==> src/hdl/hsl2rgb_pkg.sv <==
// Shared types and Q0.16 constants for the HSL to RGB converter.
// No dependencies; every module of the block imports it.
`default_nettype none

package hsl2rgb_pkg;

  // Request payload: three unsigned Q0.16 fractions
  typedef struct packed {
    logic [15:0] hue;
    logic [15:0] saturation;
    logic [15:0] lightness;
  } hsl_t;

  // Result payload: 8-bit channels
  typedef struct packed {
    logic [7:0] red;
    logic [7:0] green;
    logic [7:0] blue;
  } rgb_t;

  // Grey bypass carried alongside the color path
  typedef struct packed {
    logic       flag;
    logic [7:0] level;
  } grey_t;

  // Load enables of the per-channel stages
  typedef struct packed {
    logic s3;
    logic s4;
    logic s5;
    logic s6;
  } stage_en_t;

  // Hue ramp segments
  typedef enum logic [1:0] {
    SEG_RISE,
    SEG_TOP,
    SEG_FALL,
    SEG_FLOOR
  } seg_t;

  // Fractions rounded to Q0.16
  localparam logic [15:0] FX_SIXTH     = 16'd10923;
  localparam logic [15:0] FX_HALF      = 16'd32768;
  localparam logic [15:0] FX_TWOTHIRDS = 16'd43691;
  localparam logic [15:0] FX_THIRD     = 16'd21845;

endpackage

`default_nettype wire

==> src/hdl/hsl2rgb_chan.sv <==
// One color channel: hue ramp segment, ramp multiply, sum and 255 scaling.
// Stages 3 to 6 of the converter pipeline; uses hsl2rgb_pkg.
`default_nettype none

module hsl2rgb_chan (
  input  logic                  clk,
  input  hsl2rgb_pkg::stage_en_t en,
  input  logic [15:0]           t,
  input  logic [31:0]           p,
  input  logic [31:0]           q,
  input  logic [31:0]           d,
  output logic [7:0]            level
);
  import hsl2rgb_pkg::*;

  logic [18:0] rise_k;
  logic [15:0] fall_t;
  logic [18:0] fall_k;
  seg_t        seg_nxt;
  logic [16:0] k_nxt;
  seg_t        seg_r;
  logic [16:0] k_r;
  logic [31:0] base_nxt;
  logic [48:0] prod_nxt;
  logic [31:0] base_r;
  logic [48:0] prod_r;
  logic [48:0] v_nxt;
  logic [48:0] v_r;
  logic [56:0] scaled;
  logic [7:0]  level_nxt;
  logic [7:0]  level_r;

  // Classify ramp position and form the slope factor 6*t or 6*(2/3 - t)
  always_comb begin
    rise_k  = {1'b0, t, 2'b00} + {2'b00, t, 1'b0};
    fall_t  = FX_TWOTHIRDS - t;
    fall_k  = {1'b0, fall_t, 2'b00} + {2'b00, fall_t, 1'b0};
    seg_nxt = SEG_FLOOR;
    k_nxt   = '0;
    if (t < FX_SIXTH) begin
      seg_nxt = SEG_RISE;
      k_nxt   = rise_k[16:0];
    end else if (t < FX_HALF) begin
      seg_nxt = SEG_TOP;
    end else if (t < FX_TWOTHIRDS) begin
      seg_nxt = SEG_FALL;
      k_nxt   = fall_k[16:0];
    end
  end

  always_ff @(posedge clk) begin
    if (en.s3) begin
      seg_r <= seg_nxt;
      k_r   <= k_nxt;
    end
  end

  // Pick the base level and multiply the span by the slope factor
  always_comb begin
    base_nxt = p;
    prod_nxt = '0;
    case (seg_r)
      SEG_RISE, SEG_FALL: prod_nxt = 49'(d) * 49'(k_r);
      SEG_TOP:            base_nxt = q;
      default:            base_nxt = p;
    endcase
  end

  always_ff @(posedge clk) begin
    if (en.s4) begin
      base_r <= base_nxt;
      prod_r <= prod_nxt;
    end
  end

  // Add the base level in Q0.48
  assign v_nxt = {1'b0, base_r, 16'h0000} + prod_r;

  always_ff @(posedge clk) begin
    if (en.s5) begin
      v_r <= v_nxt;
    end
  end

  // Scale by 255, truncate, and clamp the slight overshoot past q
  assign scaled    = {v_r, 8'h00} - {8'h00, v_r};
  assign level_nxt = scaled[56] ? 8'hFF : scaled[55:48];

  always_ff @(posedge clk) begin
    if (en.s6) begin
      level_r <= level_nxt;
    end
  end

  assign level = level_r;

endmodule

`default_nettype wire

==> config.mk <==
export PLATFORM = sky130hd
export DESIGN_NAME = hsl2rgb_chan
export DESIGN_NICKNAME = d
export VERILOG_FILES = /design/src/hdl/hsl2rgb_pkg.sv /design/src/hdl/hsl2rgb_chan.sv
export SDC_FILE = /design/constraint.sdc
export NUM_CORES = 2
export LEC_CHECK = 0
export BUFFER_PORTS_ARGS = -buffer_cell sky130_fd_sc_hd__buf_4
export CAP_MARGIN = 40
export CELL_PAD_IN_SITES_DETAIL_PLACEMENT = 1
export CELL_PAD_IN_SITES_GLOBAL_PLACEMENT = 1
export CORE_MARGIN = 5
export CORE_UTILIZATION = 40
export CTS_CLUSTER_SIZE = 16
export DETAILED_ROUTE_END_ITERATION = 6
export PLACE_DENSITY = 0.65
export SLEW_MARGIN = 0
export SYNTH_ARGS = -nofsm -noshare
export SYNTH_HDL_FRONTEND = slang
export SYNTH_SLANG_ARGS = --single-unit
==> constraint.sdc <==
create_clock -name clk -period 20.5 [get_ports clk]
set_clock_uncertainty 0.15 [all_clocks]
set_input_delay 2.05 -clock clk [delete_from_list [all_inputs] [get_ports clk]]
set_output_delay 2.05 -clock clk [all_outputs]
set_load 0.01 [all_outputs]
* After elaboration in Yosys (flattened, before gate mapping) *
Index checks and enable logic that the tools add are counted.

operators by class
  mux-type cells = 6
  reductions and logical operators = 3
  magnitude comparators = 3
  $add $sub $neg = 5
  multiply operators = 1
  eq/ne operators = 2

operators by type and width
  kind                                                  number
  subtractor 57 x 49 -> 57 bit                          1
  2-to-1 mux 17 bit                                     3
  adder 48 x 49 -> 49 bit                               1
  multiplier 32 x 17 -> 49 bit                          1
  adder 17 bit                                          2
  < comparator 16 bit, second input constant            2
  2-to-1 mux 32 bit                                     1
  < comparator 16 x 14 -> 1 bit, second input constant  1
  subtractor 16 bit, first input constant               1
  OR reduction 2 bit                                    2
  == test 2 x 1 -> 1 bit, second input constant         1
  == test 2 bit, second input constant                  1
  zero test 2 bit                                       1
  2-to-1 mux 1 bit                                      2

word-level totals
  register bits = 157
  input port bits = 117
  logic and storage cells = 27

* Depth between registers and ports, before layout *
  word-level depth = 5
  mapped depth = 24
  mapped depth without buffers = 22

* Worst setup path before layout *
Ideal clock, no wire load.

  path type = input -> register
  start = input d[9]
  end = register prod_r[38], data pin
  setup slack = 12.479 ns
  buffers on the path = 2
  arrival time = 7.611 ns
  cell stages on the path = 21
  path through = clkbuf_1 nand2_1 fa_1 inv_1 fa_1 fa_1 fa_1 fa_1 inv_1 fa_1 inv_1 ha_1 buf_2 a21o_1 o21bai_1 o21bai_1 a41oi_1 a31oi_4 a21boi_2 o21a_1 mux2_2

between the ends
  word-level cells in the longest chain between the ends = 1

ends and longest elaborated chain
  item                          RTL line            RTL
  start, declared               hsl2rgb_chan.sv:11  input logic [31:0] d,
  multiplier 32 x 17 -> 49 bit  hsl2rgb_chan.sv:63  SEG_RISE, SEG_FALL: prod_nxt = 49'(d) * 49'(k_r);
  end signal, assigned          hsl2rgb_chan.sv:72  prod_r <= prod_nxt;
  end, declared                 hsl2rgb_chan.sv:26  logic [48:0] prod_r;

Every way passes these cells.
A chain may end at the register's enable or synchronous reset.

* Final worst setup path *
  start = input d[19]
  end = register prod_r[37], data pin

Same word-level chain as after synthesis.

==> impl_metrics.csv <==
group,metric,value,unit
outcome,status,"completed",
cts,clock_latency,0.47,ns
worst_setup_path,endpoint_kind,"register",
cts,cts_max_path_buffers,2,
place,placed_area,29500,µm²
worst_setup_path,crit_chain,"buf_4 -> and2_1 -> fa_1 -> inv_1 -> fa_1 -> fa_1 -> inv_1 -> fa_1 -> fa_1 -> inv_1 -> fa_1 -> inv_1 -> ha_1 -> nand4_1 -> or4_1 -> a211oi_2 -> o21ai_0 -> o21ai_1 -> xnor2_1 -> nor2_1",
finish,drive_gt1_share,7.98,%
sta,fin_setup_tns,0,ns
worst_setup_path,worst_ep_arrival_time,8.09,ns
sta,max_freq,124,MHz
cts,cts_inserted_buffers,17,
worst_setup_path,rrSetupSlack,13.14,ns
place,portBuffers,124,
grt,grt_max_degree,69,
worst_setup_path,crit_family,"adder cells",
logic_synthesis,synth-edff-count,154,
finish,stdcell_count,4013,
worst_setup_path,crit_start,"d[19]",
logic_synthesis,postSynth.asyncResetShare,0,%
floorplan,fp-row-count,96,
worst_setup_path,critical-path-max-stage-delay,0.61,ns
min_path,worst_hold_path.endpoint,"v_r[15]$_DFFE_PP_",
worst_setup_path,cp.required,20.55,ns
min_path,hold_path_class,"register to register",
logic_synthesis,synth_commonest_cells,"617 x inv_1, 421 x fa_1, 356 x nand2_1",
grt,grt_overflow,0,
sta,slew_headroom,52.2,%
grt,antenna_found_initial,0,
cts,clk_pin_slew,0.07,ns
min_path,min_from,"prod_r[15]$_SDFFCE_PN0P_",
logic_synthesis,syn_avg_cell_area,9.17,µm²
logic_synthesis,yosysWarnings,0,
cts,htreeDepth,4,
drt,drt_pass1_iterations,5,
cts,cts_setup_buffers,0,
drt,vias_per_cell,5.15,
worst_setup_path,path_buf_inv,5,
grt,grt_pass1_vias,23300,
cts,cts_tree,"done",
finish,final_area,30200,µm²
finish,n_antenna_cell,0,
finish,fill_cells,8025,
logic_synthesis,synth_area,27700,µm²
sta,tightest_slew,0.699,ns
drt,wirelength,76.3,mm
floorplan,num_io_pins,125,
worst_setup_path,reg2regPathDepth,19,
sta,slew_violations,0,
logic_synthesis,synth.most_common_cell,"inv_1",
drt,ant_nets,0,
run,maxCapViolCount,0,
sta,min_period,8.04,ns
cts,cts_sinks,154,
finish,syn_to_final_growth,8.79,%
drt,wl_per_cell,19.0,µm
logic_synthesis,synth_seq_area_share,16.7,%
worst_setup_path,critPathKind,"primary input to register",
logic_synthesis,ys_seq_elements,154,
grt,grt_first_pass_wirelength,125,mm
sta,period_share,39.2,%
finish,finalNetCount,3874,
worst_setup_path,cp_common_cell,"fa_1",
place,gp_congestion,0.857,
logic_synthesis,synth_area_leaders,"fa_1 30%, edfxtp_1 17%, ha_1 12%",
logic_synthesis,ys.flop_type,"edfxtp_1",
place,dp_hpwl,62.7,mm
floorplan,chipHeight,273,µm
floorplan,die_width,273,µm
worst_setup_path,timing.rr.end,"prod_r[37]$_SDFFCE_PN0P_",
place,dp_slack,11.96,ns
drt,drt_iter0_drc,1011,
worst_setup_path,worstPathMaxFanout,16,
logic_synthesis,synth_top_cell_area_share,30.4,%
min_path,min_path_cells,0,
drt,drc,0,
floorplan,core-area,68700,µm²
cts,postCtsHoldBufs,0,
logic_synthesis,synth_area_leader_cell,"fa_1",
drt,vias,20700,
cts,cts_root_buf,"clkbuf_16",
logic_synthesis,synthCells,3023,
sta,setup_viol,0,
sta,rsz0062_at_grt,"false",
worst_setup_path,r2r-start,"k_r[9]$_DFFE_PP_",
floorplan,start_util,40.3,%
grt,grt_usage,20.9,%
logic_synthesis,synth_nets,3828,
place,dp_cells,3981,
cts,cts_repair_resize_count,0,
floorplan,die_area,74700,µm²
sta,timing.final.ws_setup,12.46,ns
worst_setup_path,worst_path_max_delay_cell,"fa_1",
worst_setup_path,start_kind,"primary input",
sta,hold_violations,0,
logic_synthesis,synth.distinct_cells,87,
==> final cells by class <==
cell class | count | area (µm²) | share of cell area, %
Multi-Input combinational cell | 2133 | 20300 | 67.2
Sequential cell | 154 | 4620 | 15.3
Inverter | 617 | 2320 | 7.68
Tap cell | 931 | 1160 | 3.86
Timing Repair Buffer | 146 | 1140 | 3.80
Clock buffer | 18 | 429 | 1.42
Clock inverter | 14 | 209 | 0.693
==> worst register-to-register path: stages (launching register included) <==
cell,delay (ns)
edfxtp_1,0.74
buf_4,0.40
nand2_1,0.15
fa_1,0.52
inv_1,0.05
fa_1,0.48
fa_1,0.54
fa_1,0.57
fa_1,0.55
inv_1,0.05
fa_1,0.53
inv_1,0.05
ha_1,0.46
nand4_1,0.18
or4_1,0.57
a211oi_2,0.45
o21ai_0,0.25
o21ai_1,0.21
xnor2_1,0.14
nor2_1,0.05
==> layer usage <==
| layer | part of all wire, % | wire length [µm] | vias to the layer above | GRT usage, % |
|---|---|---|---|---|
| met4 | 1.5 | 1150 | 0 | 4.39 |
| li1 | - | - | 9701 | - |
| met2 | 48 | 36800 | 340 | 35.4 |
| met3 | 3.6 | 2730 | 61 | 2.87 |
| met1 | 47 | 35600 | 10600 | 28.7 |
| met5 | 0 | 0 | - | 0 |
==> sequential cells by signal, summed over array words and instances (netlist names) <==
name	flops
seg_r	2
base_r	32
k_r	16
prod_r	48
v_r	48
level	8
==> how the worst max path moves through the flow <==
stage / end / slack [ns] / cells after the start
after floorplan: prod_r[38]$_SDFFCE_PN0P_ / 12.48 / 21
after global routing: prod_r[37]$_SDFFCE_PN0P_ / 12.22 / 20
after CTS: prod_r[37]$_SDFFCE_PN0P_ / 12.50 / 20
after global placement: prod_r[37]$_SDFFCE_PN0P_ / 12.04 / 20
final: prod_r[37]$_SDFFCE_PN0P_ / 12.46 / 20
after detailed placement: prod_r[37]$_SDFFCE_PN0P_ / 11.96 / 20
==> per-stage QoR <==
stage               utilization (%)  hold slack [ns]
finish                         43.9            0.271
detailed placement             43.0            0.259
global placement               42.8            0.258
CTS                            43.9            0.274
global route                   43.9            0.285
floorplan                         -            0.250
==> kinds of logic after synthesis <==
kind of cell | share of synthesized area (%)
and+or+nand+nor | 15.8
buffers and inverters | 10.2
adders and majority gates | 42.5
AOI/OAI and AO/OA | 10.2
DFF | 16.7
xor gates and xnor gates | 3.02
muxes | 1.64
==> layout by cell type (no fill, tap or decap), drive strengths merged, types with 5 or more instances in the layout <==
cell / count
inv: 622
fa: 421
nand2: 356
ha: 267
and2: 237
edfxtp: 154
buf: 146
a21oi: 136
nor2: 102
o21ai: 74
xnor2: 61
a21o: 60
mux2: 36
nand3: 34
nor3: 34
nand4: 32
xor2: 31
nor2b: 27
o21bai: 22
clkbuf: 18
o211ai: 15
and3: 14
or3: 14
a211oi: 14
o22ai: 13
a31oi: 12
nand2b: 10
o21a: 10
a21boi: 10
o31ai: 8
or2: 5
mux2i: 5
o221ai: 5
a41oi: 5
Power is left out: the tool's default activity adds up to more than one toggle a clock period on the data nets, which glitch-free logic cannot reach.
